## config.mk

```make
export PLATFORM = sky130hd
export DESIGN_NAME = socks5_server_handshake_parser
export DESIGN_NICKNAME = d
export VERILOG_FILES = /design/src/hdl/s5hs_pkg.sv /design/src/hdl/s5hs_front.sv /design/src/hdl/s5hs_queue.sv /design/src/hdl/s5hs_back.sv /design/src/hdl/socks5_server_handshake_parser.sv
export SDC_FILE = /design/constraint.sdc
export NUM_CORES = 1
export LEC_CHECK = 0
export ABC_AREA = 1
export BUFFER_PORTS_ARGS = -buffer_cell sky130_fd_sc_hd__buf_4
export CORE_AREA = 2 2 320 259
export DETAILED_ROUTE_END_ITERATION = 10
export DIE_AREA = 0 0 322 261
export GPL_TIMING_DRIVEN = 1
export MAX_ROUTING_LAYER = met4
export PLACE_DENSITY_LB_ADDON = 0.12
export SETUP_SLACK_MARGIN = 0.2
export SKIP_CTS_REPAIR_TIMING = 1
export SLEW_MARGIN = 0
export SYNTH_ARGS = -nofsm -noshare
export SYNTH_HDL_FRONTEND = slang
export SYNTH_HIERARCHICAL = 1
export SYNTH_SLANG_ARGS = --single-unit
```

## constraint.sdc

```tcl
create_clock -name clk_i -period 7.4 [get_ports clk_i]
set_clock_uncertainty 0.2 [all_clocks]
set_input_delay 1.48 -clock clk_i [delete_from_list [all_inputs] [get_ports clk_i]]
set_output_delay 1.48 -clock clk_i [all_outputs]
set_load 0.01 [all_outputs]
```

## src/hdl/s5hs_pkg.sv

```systemverilog
// shared types and constants for the socks5 handshake parser
package s5hs_pkg;

  localparam int CredBytes = 16;

  localparam logic [1:0] ACT_BYTE    = 2'd0;
  localparam logic [1:0] ACT_BACKEND = 2'd1;
  localparam logic [1:0] ACT_NEW     = 2'd2;

  localparam logic [2:0] KIND_REPLY   = 3'd0;
  localparam logic [2:0] KIND_HOST    = 3'd1;
  localparam logic [2:0] KIND_DONE    = 3'd2;
  localparam logic [2:0] KIND_FWD     = 3'd3;
  localparam logic [2:0] KIND_CLOSED  = 3'd4;

  localparam logic [2:0] CFG_USER_LEN = 3'd0;
  localparam logic [2:0] CFG_USER_LO  = 3'd1;
  localparam logic [2:0] CFG_USER_HI  = 3'd2;
  localparam logic [2:0] CFG_PASS_LEN = 3'd3;
  localparam logic [2:0] CFG_PASS_LO  = 3'd4;
  localparam logic [2:0] CFG_PASS_HI  = 3'd5;

  // command codes passed from the parser to the reply emitter
  typedef enum logic [3:0] {
    CMD_METH_OK,    // 05 02
    CMD_METH_BAD,   // 05 ff close
    CMD_AUTH_OK,    // 01 00
    CMD_AUTH_BAD,   // 01 01 close
    CMD_LONG_CLOSE, // 05 code 00 01 0*6 close
    CMD_LONG_OPEN,  // 05 00 00 01 0*6
    CMD_CLOSE,      // close alone
    CMD_HOST,
    CMD_DONE,
    CMD_FWD
  } cmd_e;

  typedef struct packed {
    cmd_e        cmd;
    logic [7:0]  data;
    logic        dom;
    logic [31:0] ip;
    logic [15:0] port;
    logic [7:0]  hlen;
  } cmd_t;

  typedef struct packed {
    logic [2:0]  kind;
    logic [7:0]  out_byte;
    logic        dom;
    logic [31:0] ip;
    logic [15:0] port;
    logic [7:0]  hlen;
    logic        last;
  } res_t;

  function automatic logic [7:0] cred_byte(logic [63:0] lo, logic [63:0] hi,
                                           logic [7:0] idx);
    logic [127:0] w;
    w = {hi, lo};
    if (idx >= 8'(CredBytes)) return 8'h00;
    return w[idx[3:0]*8 +: 8];
  endfunction

  function automatic logic cred_ok(logic [63:0] lo, logic [63:0] hi,
                                   logic [7:0] idx, logic [7:0] b);
    return (idx < 8'(CredBytes)) && (cred_byte(lo, hi, idx) == b);
  endfunction

endpackage

```

## src/hdl/s5hs_front.sv

```systemverilog
// front end: takes input beats, runs the handshake parser, issues commands
module s5hs_front (
  input  logic                clk_i,
  input  logic                rst_ni,
  input  logic                cfg_we_i,
  input  logic [2:0]          cfg_index_i,
  input  logic [63:0]         cfg_data_i,
  input  logic                take_i,
  input  logic [1:0]          action_i,
  input  logic [7:0]          byte_value_i,
  input  logic                backend_ok_i,
  output logic                cmd_valid_o,
  output s5hs_pkg::cmd_t      cmd_o
);
  import s5hs_pkg::*;

  localparam logic [3:0] PH_GREET_VER = 4'd0;
  localparam logic [3:0] PH_GREET_N   = 4'd1;
  localparam logic [3:0] PH_METHODS   = 4'd2;
  localparam logic [3:0] PH_SUB_VER   = 4'd3;
  localparam logic [3:0] PH_ULEN      = 4'd4;
  localparam logic [3:0] PH_UNAME     = 4'd5;
  localparam logic [3:0] PH_PLEN      = 4'd6;
  localparam logic [3:0] PH_PASS      = 4'd7;
  localparam logic [3:0] PH_REQ       = 4'd8;
  localparam logic [3:0] PH_IPV4      = 4'd9;
  localparam logic [3:0] PH_DLEN      = 4'd10;
  localparam logic [3:0] PH_DOMAIN    = 4'd11;
  localparam logic [3:0] PH_PORT      = 4'd12;
  localparam logic [3:0] PH_WAIT      = 4'd13;
  localparam logic [3:0] PH_RELAY     = 4'd14;
  localparam logic [3:0] PH_CLOSED    = 4'd15;

  logic [4:0]  user_len_q, pass_len_q;
  logic [63:0] user_lo_q, user_hi_q, pass_lo_q, pass_hi_q;

  logic [3:0]  phase_q, phase_d;
  logic [7:0]  cnt_q, cnt_d, flen_q, flen_d;
  logic        offers_q, offers_d, um_q, um_d, pm_q, pm_d, dom_q, dom_d;
  logic [31:0] addr_q, addr_d;
  logic [15:0] port_q, port_d;
  logic        cv_d;
  cmd_t        c_d;
  logic [7:0]  b, cnt_inc;
  logic        verdict;

  always_ff @(posedge clk_i or negedge rst_ni) begin
    if (!rst_ni) begin
      user_len_q <= '0; pass_len_q <= '0;
      user_lo_q <= '0; user_hi_q <= '0; pass_lo_q <= '0; pass_hi_q <= '0;
    end else if (cfg_we_i) begin
      unique case (cfg_index_i)
        CFG_USER_LEN: user_len_q <= cfg_data_i[4:0];
        CFG_USER_LO:  user_lo_q  <= cfg_data_i;
        CFG_USER_HI:  user_hi_q  <= cfg_data_i;
        CFG_PASS_LEN: pass_len_q <= cfg_data_i[4:0];
        CFG_PASS_LO:  pass_lo_q  <= cfg_data_i;
        CFG_PASS_HI:  pass_hi_q  <= cfg_data_i;
        default: ;
      endcase
    end
  end

  always_comb begin
    b = byte_value_i;
    cnt_inc = cnt_q + 8'd1;
    phase_d = phase_q; cnt_d = cnt_q; flen_d = flen_q; offers_d = offers_q;
    um_d = um_q; pm_d = pm_q; dom_d = dom_q; addr_d = addr_q; port_d = port_q;
    cv_d = 1'b0;
    verdict = 1'b0;
    c_d = '0;
    c_d.cmd = CMD_CLOSE;
    if (take_i) begin
      if (action_i == ACT_BYTE) begin
        unique case (phase_q)
          PH_GREET_VER: begin
            if (b != 8'h05) begin cv_d = 1'b1; phase_d = PH_CLOSED; end
            else phase_d = PH_GREET_N;
          end
          PH_GREET_N: begin
            flen_d = b; cnt_d = '0; offers_d = 1'b0;
            if (b == 8'h00) begin
              cv_d = 1'b1; c_d.cmd = CMD_METH_BAD; phase_d = PH_CLOSED;
            end else phase_d = PH_METHODS;
          end
          PH_METHODS: begin
            offers_d = offers_q | (b == 8'h02);
            cnt_d = cnt_inc;
            if (cnt_inc == flen_q) begin
              cv_d = 1'b1;
              if (offers_d) begin c_d.cmd = CMD_METH_OK; phase_d = PH_SUB_VER; end
              else begin c_d.cmd = CMD_METH_BAD; phase_d = PH_CLOSED; end
            end
          end
          PH_SUB_VER: begin
            if (b != 8'h01) begin cv_d = 1'b1; phase_d = PH_CLOSED; end
            else phase_d = PH_ULEN;
          end
          PH_ULEN: begin
            flen_d = b; cnt_d = '0; um_d = (b == {3'b0, user_len_q});
            phase_d = (b == 8'h00) ? PH_PLEN : PH_UNAME;
          end
          PH_UNAME: begin
            if (!cred_ok(user_lo_q, user_hi_q, cnt_q, b)) um_d = 1'b0;
            cnt_d = cnt_inc;
            if (cnt_inc == flen_q) phase_d = PH_PLEN;
          end
          PH_PLEN: begin
            flen_d = b; cnt_d = '0; pm_d = (b == {3'b0, pass_len_q});
            if (b != 8'h00) phase_d = PH_PASS;
            else verdict = 1'b1;
          end
          PH_PASS: begin
            if (!cred_ok(pass_lo_q, pass_hi_q, cnt_q, b)) pm_d = 1'b0;
            cnt_d = cnt_inc;
            if (cnt_inc == flen_q) verdict = 1'b1;
          end
          PH_REQ: begin
            if (cnt_q < 8'd3) begin
              addr_d = {addr_q[23:0], b}; cnt_d = cnt_inc;
            end else if (addr_q[23:16] != 8'h05 || addr_q[15:8] != 8'h01) begin
              cv_d = 1'b1; c_d.cmd = CMD_LONG_CLOSE; c_d.data = 8'h07;
              phase_d = PH_CLOSED;
            end else begin
              addr_d = '0; port_d = '0; cnt_d = '0;
              if (b == 8'h01) begin dom_d = 1'b0; phase_d = PH_IPV4; end
              else if (b == 8'h03) begin dom_d = 1'b1; phase_d = PH_DLEN; end
              else begin
                cv_d = 1'b1; c_d.cmd = CMD_LONG_CLOSE; c_d.data = 8'h08;
                phase_d = PH_CLOSED;
              end
            end
          end
          PH_IPV4: begin
            if (cnt_q < 8'd4) addr_d = {addr_q[23:0], b};
            else port_d = {port_q[7:0], b};
            cnt_d = cnt_inc;
            if (cnt_inc == 8'd6) begin
              cv_d = 1'b1; c_d.cmd = CMD_DONE; c_d.ip = addr_d;
              c_d.port = port_d; phase_d = PH_WAIT;
            end
          end
          PH_DLEN: begin
            flen_d = b; cnt_d = '0;
            phase_d = (b == 8'h00) ? PH_PORT : PH_DOMAIN;
          end
          PH_DOMAIN: begin
            cv_d = 1'b1; c_d.cmd = CMD_HOST; c_d.data = b;
            cnt_d = cnt_inc;
            if (cnt_inc == flen_q) begin cnt_d = '0; phase_d = PH_PORT; end
          end
          PH_PORT: begin
            port_d = {port_q[7:0], b}; cnt_d = cnt_inc;
            if (cnt_inc == 8'd2) begin
              cv_d = 1'b1; c_d.cmd = CMD_DONE; c_d.port = port_d;
              c_d.dom = dom_q; c_d.hlen = dom_q ? flen_q : 8'h00;
              c_d.ip = dom_q ? 32'h0 : addr_q;
              phase_d = PH_WAIT;
            end
          end
          PH_RELAY: begin
            cv_d = 1'b1; c_d.cmd = CMD_FWD; c_d.data = b;
          end
          default: ;
        endcase
        if (verdict) begin
          cv_d = 1'b1;
          if (um_d && pm_d) begin
            c_d.cmd = CMD_AUTH_OK; phase_d = PH_REQ; cnt_d = '0; addr_d = '0;
          end else begin
            c_d.cmd = CMD_AUTH_BAD; phase_d = PH_CLOSED;
          end
        end
      end else if (action_i == ACT_BACKEND) begin
        if (phase_q == PH_WAIT) begin
          cv_d = 1'b1;
          if (backend_ok_i) begin
            c_d.cmd = CMD_LONG_OPEN; c_d.data = 8'h00; phase_d = PH_RELAY;
          end else begin
            c_d.cmd = CMD_LONG_CLOSE; c_d.data = 8'h05; phase_d = PH_CLOSED;
          end
        end
      end else if (action_i == ACT_NEW) begin
        phase_d = PH_GREET_VER; cnt_d = '0; flen_d = '0; offers_d = 1'b0;
        um_d = 1'b0; pm_d = 1'b0; dom_d = 1'b0; addr_d = '0; port_d = '0;
      end
    end
  end

  always_ff @(posedge clk_i or negedge rst_ni) begin
    if (!rst_ni) begin
      phase_q <= PH_GREET_VER; cnt_q <= '0; flen_q <= '0; offers_q <= 1'b0;
      um_q <= 1'b0; pm_q <= 1'b0; dom_q <= 1'b0; addr_q <= '0; port_q <= '0;
      cmd_valid_o <= 1'b0;
    end else begin
      phase_q <= phase_d; cnt_q <= cnt_d; flen_q <= flen_d; offers_q <= offers_d;
      um_q <= um_d; pm_q <= pm_d; dom_q <= dom_d; addr_q <= addr_d;
      port_q <= port_d; cmd_valid_o <= cv_d;
    end
  end

  always_ff @(posedge clk_i) begin
    cmd_o <= c_d;
  end

  a_wait_done: assert property (@(posedge clk_i) disable iff (!rst_ni)
    (phase_q != PH_WAIT) ##1 (phase_q == PH_WAIT) |-> cmd_valid_o)
    else $error("entered wait without request done");
  a_closed_stays: assert property (@(posedge clk_i) disable iff (!rst_ni)
    (phase_q == PH_CLOSED) && !(take_i && action_i == ACT_NEW) |=> (phase_q == PH_CLOSED))
    else $error("left closed without new session");
  a_no_cmd_idle: assert property (@(posedge clk_i) disable iff (!rst_ni)
    !take_i |=> !cmd_valid_o)
    else $error("command without beat");
endmodule

```

## src/hdl/s5hs_queue.sv

```systemverilog
// short command queue between parser and emitter
module s5hs_queue (
  input  logic           clk_i,
  input  logic           rst_ni,
  input  logic           push_i,
  input  s5hs_pkg::cmd_t push_data_i,
  input  logic           pop_i,
  output logic           empty_o,
  output logic           almost_full_o,
  output s5hs_pkg::cmd_t head_o
);
  import s5hs_pkg::*;

  localparam int Depth = 4;

  cmd_t       mem_q [Depth];
  logic [1:0] wr_q, rd_q;
  logic [2:0] cnt_q;

  always_ff @(posedge clk_i) begin
    if (push_i) mem_q[wr_q] <= push_data_i;
  end

  always_ff @(posedge clk_i or negedge rst_ni) begin
    if (!rst_ni) begin
      wr_q <= '0; rd_q <= '0; cnt_q <= '0;
    end else begin
      if (push_i) wr_q <= wr_q + 2'd1;
      if (pop_i) rd_q <= rd_q + 2'd1;
      cnt_q <= cnt_q + 3'(push_i) - 3'(pop_i);
    end
  end

  assign empty_o = (cnt_q == 3'd0);
  // room is kept for a command still in the front register
  assign almost_full_o = (cnt_q >= 3'd2);
  assign head_o = mem_q[rd_q];

  a_no_over: assert property (@(posedge clk_i) disable iff (!rst_ni)
    !(push_i && !pop_i && cnt_q == 3'(Depth)))
    else $error("queue overflow");
  a_no_under: assert property (@(posedge clk_i) disable iff (!rst_ni)
    pop_i |-> !empty_o)
    else $error("queue underflow");
  a_cnt: assert property (@(posedge clk_i) disable iff (!rst_ni)
    push_i && !pop_i |=> cnt_q == $past(cnt_q) + 3'd1)
    else $error("count slip");
endmodule

```

## src/hdl/s5hs_back.sv

```systemverilog
// back end: expands commands into result beats
module s5hs_back (
  input  logic           clk_i,
  input  logic           rst_ni,
  input  logic           empty_i,
  input  s5hs_pkg::cmd_t head_i,
  output logic           pop_o,
  output logic           valid_o,
  input  logic           stall_i,
  output s5hs_pkg::res_t res_o
);
  import s5hs_pkg::*;

  logic [3:0] idx_q;
  logic [3:0] nres;
  res_t       r;
  logic       fire;

  always_comb begin
    r = '0;
    nres = 4'd1;
    unique case (head_i.cmd)
      CMD_METH_OK, CMD_METH_BAD, CMD_AUTH_OK, CMD_AUTH_BAD: begin
        nres = (head_i.cmd == CMD_METH_BAD || head_i.cmd == CMD_AUTH_BAD) ? 4'd3 : 4'd2;
        r.kind = (idx_q == 4'd2) ? KIND_CLOSED : KIND_REPLY;
        if (idx_q == 4'd0)
          r.out_byte = (head_i.cmd == CMD_METH_OK || head_i.cmd == CMD_METH_BAD)
                       ? 8'h05 : 8'h01;
        else if (idx_q == 4'd1)
          unique case (head_i.cmd)
            CMD_METH_OK:  r.out_byte = 8'h02;
            CMD_METH_BAD: r.out_byte = 8'hFF;
            CMD_AUTH_OK:  r.out_byte = 8'h00;
            default:      r.out_byte = 8'h01;
          endcase
      end
      CMD_LONG_CLOSE, CMD_LONG_OPEN: begin
        nres = (head_i.cmd == CMD_LONG_CLOSE) ? 4'd11 : 4'd10;
        r.kind = (idx_q == 4'd10) ? KIND_CLOSED : KIND_REPLY;
        unique case (idx_q)
          4'd0:    r.out_byte = 8'h05;
          4'd1:    r.out_byte = head_i.data;
          4'd3:    r.out_byte = 8'h01;
          default: r.out_byte = 8'h00;
        endcase
      end
      CMD_CLOSE: r.kind = KIND_CLOSED;
      CMD_HOST: begin r.kind = KIND_HOST; r.out_byte = head_i.data; end
      CMD_FWD:  begin r.kind = KIND_FWD;  r.out_byte = head_i.data; end
      CMD_DONE: begin
        r.kind = KIND_DONE; r.dom = head_i.dom; r.ip = head_i.ip;
        r.port = head_i.port; r.hlen = head_i.hlen;
      end
      default: ;
    endcase
    r.last = (idx_q == nres - 4'd1);
  end

  assign fire  = !empty_i && (!valid_o || !stall_i);
  assign pop_o = fire && r.last;

  always_ff @(posedge clk_i or negedge rst_ni) begin
    if (!rst_ni) begin
      idx_q <= '0; valid_o <= 1'b0;
    end else begin
      if (fire) idx_q <= r.last ? 4'd0 : idx_q + 4'd1;
      if (fire) valid_o <= 1'b1;
      else if (!stall_i) valid_o <= 1'b0;
    end
  end

  always_ff @(posedge clk_i) begin
    if (fire) res_o <= r;
  end

  a_hold: assert property (@(posedge clk_i) disable iff (!rst_ni)
    valid_o && stall_i |=> valid_o && $stable(res_o))
    else $error("stalled beat changed");
  a_idx: assert property (@(posedge clk_i) disable iff (!rst_ni)
    idx_q <= 4'd10)
    else $error("index out of range");
  a_pop: assert property (@(posedge clk_i) disable iff (!rst_ni)
    pop_o |=> idx_q == 4'd0)
    else $error("index not cleared");
endmodule

```

## src/hdl/socks5_server_handshake_parser.sv

```systemverilog
// top level of the socks5 server handshake parser
//
//  channel  | valid     | stall     | payload
//  input    | in_valid  | in_stall  | action, byte_value, backend_ok
//  output   | out_valid | out_stall | kind, out_byte, target_*, host_length, last
//  config   | cfg_we    | -         | cfg_index, cfg_data
//
// one input beat per cycle unless in_stall is high; the parser queues at most one command per beat.
// a command expands into 1 to 11 result beats, one per cycle at the output register while out_stall is low.
// input stalls while the four-entry command queue holds two or more commands.
// asynchronous active-low reset clears phase, queue and output valid.
module socks5_server_handshake_parser (
  input  logic        clk_i,
  input  logic        rst_ni,
  input  logic        cfg_we_i,
  input  logic [2:0]  cfg_index_i,
  input  logic [63:0] cfg_data_i,
  input  logic        in_valid_i,
  output logic        in_stall_o,
  input  logic [1:0]  action_i,
  input  logic [7:0]  byte_value_i,
  input  logic        backend_ok_i,
  output logic        out_valid_o,
  input  logic        out_stall_i,
  output logic [2:0]  kind_o,
  output logic [7:0]  out_byte_o,
  output logic        target_is_domain_o,
  output logic [31:0] target_ipv4_o,
  output logic [15:0] target_port_o,
  output logic [7:0]  host_length_o,
  output logic        last_o
);
  import s5hs_pkg::*;

  logic cmd_valid, empty, afull, pop, take;
  cmd_t cmd, head;
  res_t res;

  assign in_stall_o = afull;
  assign take = in_valid_i && !afull;

  s5hs_front u_front (
    .clk_i, .rst_ni, .cfg_we_i, .cfg_index_i, .cfg_data_i,
    .take_i(take), .action_i, .byte_value_i, .backend_ok_i,
    .cmd_valid_o(cmd_valid), .cmd_o(cmd)
  );

  s5hs_queue u_queue (
    .clk_i, .rst_ni, .push_i(cmd_valid), .push_data_i(cmd), .pop_i(pop),
    .empty_o(empty), .almost_full_o(afull), .head_o(head)
  );

  s5hs_back u_back (
    .clk_i, .rst_ni, .empty_i(empty), .head_i(head), .pop_o(pop),
    .valid_o(out_valid_o), .stall_i(out_stall_i), .res_o(res)
  );

  assign kind_o             = res.kind;
  assign out_byte_o         = res.out_byte;
  assign target_is_domain_o = res.dom;
  assign target_ipv4_o      = res.ip;
  assign target_port_o      = res.port;
  assign host_length_o      = res.hlen;
  assign last_o             = res.last;
endmodule

```

# After elaboration in Yosys (flattened, before gate mapping)
# Memory sizes are Yosys's and may differ from the RTL's.
# Cells that the tools add are included.
# classes
n_eq_ne,69
mux,146
shift,2
n_reduce_logical,45
n_addsub,7
bitwise,1
order_cmp,5
# op_table
cell,count
32-bit 2-to-1 mux,9
128-bit by 8-bit variable part select with 8-bit output,2
8-bit 2-to-1 mux,22
16-bit 2-to-1 mux,6
48-bit case mux with 2 select lines,1
4-bit 2-to-1 mux,22
12-bit 2-to-1 mux,6
8-bit case mux with 3 select lines,3
32-bit case mux with 2 select lines,1
56-bit 2-to-1 mux,1
1-bit 2-to-1 mux,51
48-bit 2-to-1 mux,1
16-bit case mux with 3 select lines,1
4-bit case mux with 12 select lines,1
"4-bit equality test, second input constant",10
"4-bit by 3-bit equality test with 1-bit output, second input constant",8
"4-bit inequality test, second input constant",8
8-bit case mux with 4 select lines,1
4-bit case mux with 7 select lines,1
"4-bit by 2-bit equality test with 1-bit output, second input constant",6
"8-bit by 2-bit equality test with 1-bit output, second input constant",3
8-bit equality test,3
3-bit 2-to-1 mux,8
3-bit case mux with 6 select lines,1
56 further kinds,99
# word_totals
memories,1
register_bits,489
elab_cells,310
mem_bits_rw,276
output_inout_bits,71
# mem_list
memory,depth,word_bits,read_ports,rd_ports_with_merged_regs,wr,line_no,source
u_queue.mem_q,4,69,1,0,1,s5hs_queue.sv:16,cmd_t mem_q [Depth];

# Depth between registers and ports, before layout
# logic_depth
word_depth,19
mapped_depth,25

# Cells and area by module
# Netlist, hierarchy kept.
# by_module_without_submodules
mod,seq_area_each_um2,n_inst,area_per_inst_um2,cells_per_inst
s5hs_front,9864.5,1,20942.6,2944
s5hs_queue,8463.1,1,12036.5,1124
s5hs_back,2197.1,1,3113.0,288
socks5_server_handshake_parser,0.0,1,10.0,2

# Worst setup path before layout
# OpenSTA, ideal clock, no wires.
# synth_timing
path_type,input-to-reg
startpoint,in out_stall_i
endpoint,reg u_queue.cnt_q[2]
path_slack_ns,1.081
cell_stages,10
t_arrival_ns,5.997
path_buffers,0
cell_sequence,nand2_1 > inv_1 > nor2_1 > nand3_2 > inv_1 > ha_1 > inv_1 > ha_1 > fa_1 > xnor2_1
# synth_between
elab_chain_cells,5
# synth_rtl
element,line_no,source
from (decl),socks5_server_handshake_parser.sv:24,"input logic out_stall_i,"
1-bit logical NOT,s5hs_back.sv:59,assign fire = !empty_i && (!valid_o || !stall_i);
1-bit logical OR,s5hs_back.sv:59,
1-bit logical AND,s5hs_back.sv:59,
named net u_back.fire,s5hs_back.sv:17,logic fire;
1-bit logical AND,s5hs_back.sv:60,assign pop_o = fire && r.last;
named net pop,socks5_server_handshake_parser.sv:35,"logic cmd_valid, empty, afull, pop, take;"
3-bit by 1-bit subtractor with 3-bit output,s5hs_queue.sv:30,cnt_q <= cnt_q + 3'(push_i) - 3'(pop_i);
to (signal assigned),s5hs_queue.sv:30,
to (decl),s5hs_queue.sv:18,logic [2:0] cnt_q;
# The timed path passes the listed nets, and every way through them passes these cells.
# A chain may end at the register's enable or synchronous reset.

# Worst setup path in the final report
# layout_timing
startpoint,reg u_front.cnt_q[0]
endpoint,reg u_front/cmd_o[65] in the netlist's numbering
# layout_between
elab_chain_cells,19
elab_cells_between_ends,45
cone_classes,add/sub: 1; order compare: 3; eq/ne: 3; shift: 2; mux: 33; reduce/logical: 3
# layout_rtl
element,line_no,source
from (decl),s5hs_front.sv:38,"logic [7:0] cnt_q, cnt_d, flen_q, flen_d;"
from (signal assigned),s5hs_front.sv:196,phase_q <= phase_d; cnt_q <= cnt_d; flen_q <= flen_d; offers_q <= offers_d;
8-bit by 5-bit greater-or-equal comparator with 1-bit output,s5hs_pkg.sv:60,if (idx >= 8'(CredBytes)) return 8'h00;
1-bit 2-to-1 mux,s5hs_pkg.sv:60,
1-bit 2-to-1 mux,s5hs_front.sv:75,unique case (phase_q)
1-bit 2-to-1 mux,s5hs_front.sv:74,if (action_i == ACT_BYTE) begin
1-bit 2-to-1 mux,s5hs_front.sv:73,if (take_i) begin
8-bit 2-to-1 mux,s5hs_pkg.sv:61,return w[idx[3:0]*8 +: 8];
8-bit 2-to-1 mux,s5hs_front.sv:75,
8-bit 2-to-1 mux,s5hs_front.sv:74,
(+3 left out),n/a,
"1-bit 2-to-1 mux, on equally long branches","s5hs_front.sv:104, s5hs_front.sv:114",
1-bit case mux with 2 select lines,s5hs_front.sv:75,
1-bit 2-to-1 mux,s5hs_front.sv:74,
1-bit 2-to-1 mux,s5hs_front.sv:73,
1-bit logical AND,s5hs_front.sv:168,if (um_d && pm_d) begin
1-bit 2-to-1 mux,s5hs_front.sv:168,
4-bit 2-to-1 mux *,s5hs_front.sv:166,if (verdict) begin
12-bit 2-to-1 mux *,s5hs_front.sv:74,
to (signal assigned),s5hs_front.sv:203,cmd_o <= c_d;
to (decl),s5hs_front.sv:13,output s5hs_pkg::cmd_t cmd_o
# Every way passes the cells marked *; elsewhere a longest branch is shown, timed or not. The select of a mux whose other input is x is not followed.

==> impl_metrics.toml <==
[run_status]
status = "complete, no violations"

[floorplan]
num_io_pins = 154
initial_core_util_pct = 44.49
rows = 94
core-area_um2 = 81150
chipWidth_um = 322
die_h_um = 261
die_area_um2 = 84040

[worst_hold_path]
hold_end = "u_queue/mem_q[1][10]"
hp-class = "flop to flop"
hold_depth = 0
hp-start = "u_front/cmd_o[10]"

[routing]
viasPerCell = 5.094
drc = 0
wl_per_cell_um = 18.22
via_count = 28130
wl_um = 100600
drtIter0Drc = 3015
dr.pass1.iters = 6
ant_nets = 0

[timing]
fin_crit_ps = 4837
setup-violations-final = 0
tightest_slew_ps = 1255
hold_viol_final = 0
slew_viol_final = 0
rsz0062_at_grt = "false"
fmax_mhz = 206.7
setup_slack_ps = 2563
finalCritPeriodShare_pct = 65.37
slew_headroom_pct = 16.24
fin_tns_setup_ps = 0

[synthesis]
synth_enable_flop_cells = 345
synth_warnings = 6
seq_area_frac_synth_pct = 56.85
syn_area_um2 = 36100
synth_nets = 4456
synth_flop_cell = "dfrtp_1"
avgSynthCellArea_um2 = 8.284
synth.distinct_cells = 45
async_flop_share_pct = 45.88
synthCells = 4358
synth.ff_latch_count = 765

[critical_path]
critPathMaxStageDelay_ps = 790
cp_max_fo = 78
r2r_setup_slack_ps = 2560
worstPathArrival_ps = 5100
critPathKind = "flop to flop"
critPathMostFrequentCell = "nand2_1"
reg2reg_to = "u_front/cmd_o[65]"
required_ps = 7660
rr_startpoint = "u_front/cnt_q[0]"
cp-end-kind = "flop"
path_cells = "inv_4, buf_4, nand2_1, nand2_1, nand2_1, nand2_1, nand2_1, nand2_1, inv_1, nand2_1, nand2_1, nand2_1, nand2_1, nor2_1, nand2_1, o21ai_1, nand2_1, nand2_1, nand3_4, nand2_2, o21ai_0"
startpoint_type = "flop"
cp_slowest_cell = "nand2_2"
ff2ff_path_depth = 21

[layout]
drive_gt1_share_pct = 8.665
nets = 4501
area_growth_pct = 12.27
final_cell_count_no_fill = 5523
regArea_um2 = 20530
final_cell_mix = "nand2_1 (1327), inv_1 (679), nand3_1 (357), nor2_1 (353), dfrtp_1 (347)"
layout.cells.most_common = "nand2_1"
multi_input_area_um2 = 11880
n_fill_cell = 7834

[global_route]
grt.total_usage_pct = 24.92
antenna_found_initial = 2
grt_pass1_wl_um = 157500
grt_start_max_net_pins = 126
grt_overflow = 0
grt_pass1_vias = 26300

[clock_network]
cts_buffers = 81
cts_htree_levels = 3
cts.clk_slew.worst_paths_ps = 60
cts_tree = "done"
insertion_delay_ps = 630
root_buffer = "clkbuf_16"
cts.sinks = 765
max-clock-path-buffers = 3

[power_and_ir_drop]
p_total_mw = 15.07
p_leak_nw = 19.18
peakVddDrop_uv = 225.9
power_density_nw_per_um2 = 371.9

[placement]
port_buffers = 153
dp_slack_ps = 2527
gp_congestion = 0.9278
dp_cells = 5376
hpwl_um = 64030

[flow_run]
drv_cap = 0
==> through the flow <==
| step | instance area [µm²] | util (%) | hold slack [ps] |
|---|---|---|---|
| global route | 40530 | 49.95 | 286.0 |
| global placement | 37800 | 46.58 | 257.2 |
| finish | 40530 | 49.95 | 274.6 |
| detailed placement | 37800 | 46.58 | 258.6 |
| CTS | 40530 | 49.94 | 273.8 |
| floorplan | 36100 | - | 238.3 |
==> routing by layer <==
layer	global-route usage [%]	routed length [µm]	vias to the layer above
li1	-	-	13780
met1	37.41	49610	13390
met2	35.22	42510	861
met3	4.153	6894	101
met4	5.491	1623	0
met5	-	0	-
==> synth_stat cells, types with 6 or more instances <==
library cell / instances / area [µm²]
a21oi_1: 76 / 380.4
buf_1: 11 / 41.29
buf_2: 69 / 345.3
buf_4: 17 / 127.6
buf_6: 18 / 202.7
clkbuf_1: 110 / 412.9
dfrtp_1: 351 / 8783
dfxtp_1: 69 / 1381
edfxtp_1: 345 / 10360
ha_1: 14 / 175.2
inv_1: 683 / 2564
inv_2: 8 / 30.03
nand2_1: 1331 / 4996
nand2_2: 7 / 43.79
nand3_1: 359 / 1797
nand4_1: 18 / 112.6
nor2_1: 358 / 1344
nor2_2: 6 / 37.54
nor3_1: 49 / 245.2
nor4_1: 9 / 56.30
o21ai_0: 334 / 1672
o21ai_1: 8 / 40.04
o22ai_1: 35 / 219.0
o22ai_2: 20 / 250.2
xor2_1: 14 / 122.6
==> registers in the layout (all words and copies together) (netlist names), 32 cells and up <==
register	flops
u_front/addr_q	32
u_front/cmd_o	69
u_front/pass_hi_q	64
u_back/res_o	69
u_front/pass_lo_q	64
u_queue/mem_q	276
u_front/user_hi_q	64
u_front/user_lo_q	64
==> how the worst max path moves through the flow <==
stage / start / endpoint / slack, ps / cells after the start
after floorplan: out_stall_i / u_queue/cnt_q[2] / 1080 / 10
after global placement: u_front/cnt_q[2] / u_front/cnt_q[6] / 2510 / 17
after detailed placement: u_front/cnt_q[2] / u_front/cmd_o[65] / 2530 / 17
after CTS: u_front/cnt_q[2] / u_front/cmd_o[65] / 2500 / 17
after global routing: u_front/cnt_q[0] / u_front/cmd_o[65] / 2160 / 21
final: u_front/cnt_q[0] / u_front/cmd_o[65] / 2560 / 21
==> worst max-delay path: cells and delay by family (launching register included) <==
family                 cells  cell delay, ps
buffers and inverters      3            1260
AOI/OAI and AO/OA          2             380
and+or+nand+nor           16            2000
DFF                        1             710
==> final cells by class <==
cell class / count / area share (%)
repair buffers: 189 / 3.581
diodes: 1 / 0.006174
clock inverters: 29 / 0.8643
flip-flops and latches: 765 / 50.66
clock buffers: 117 / 5.865
inverters: 696 / 6.458
multi-input cells: 2670 / 29.30
well taps: 1056 / 3.260
==> logic make-up (layout without fill, tap and decap cells) <==
logic type                 after synthesis  count (layout)  share of synthesized area, %
DFF                                    765             765                         56.85
adders and majority gates               15              15                        0.5407
AOI/OAI and AO/OA                      492             492                         7.514
other                                    0               1                             0
xor gates and xnor gates                18              18                        0.4367
buffers and inverters                  923            1031                         10.48
and+or+nand+nor                       2145            2145                         24.17
==> report_power, final <==
| group | switching [mW] | leakage (nW) | internal, mW |
|---|---|---|---|
| clock | 1.69 | 1.33 | 2.48 |
| sequential | 0.506 | 8.55 | 5.15 |
| combinational | 3.61 | 9.30 | 1.64 |
No activity file was read; power rests on OpenSTA's default activity.
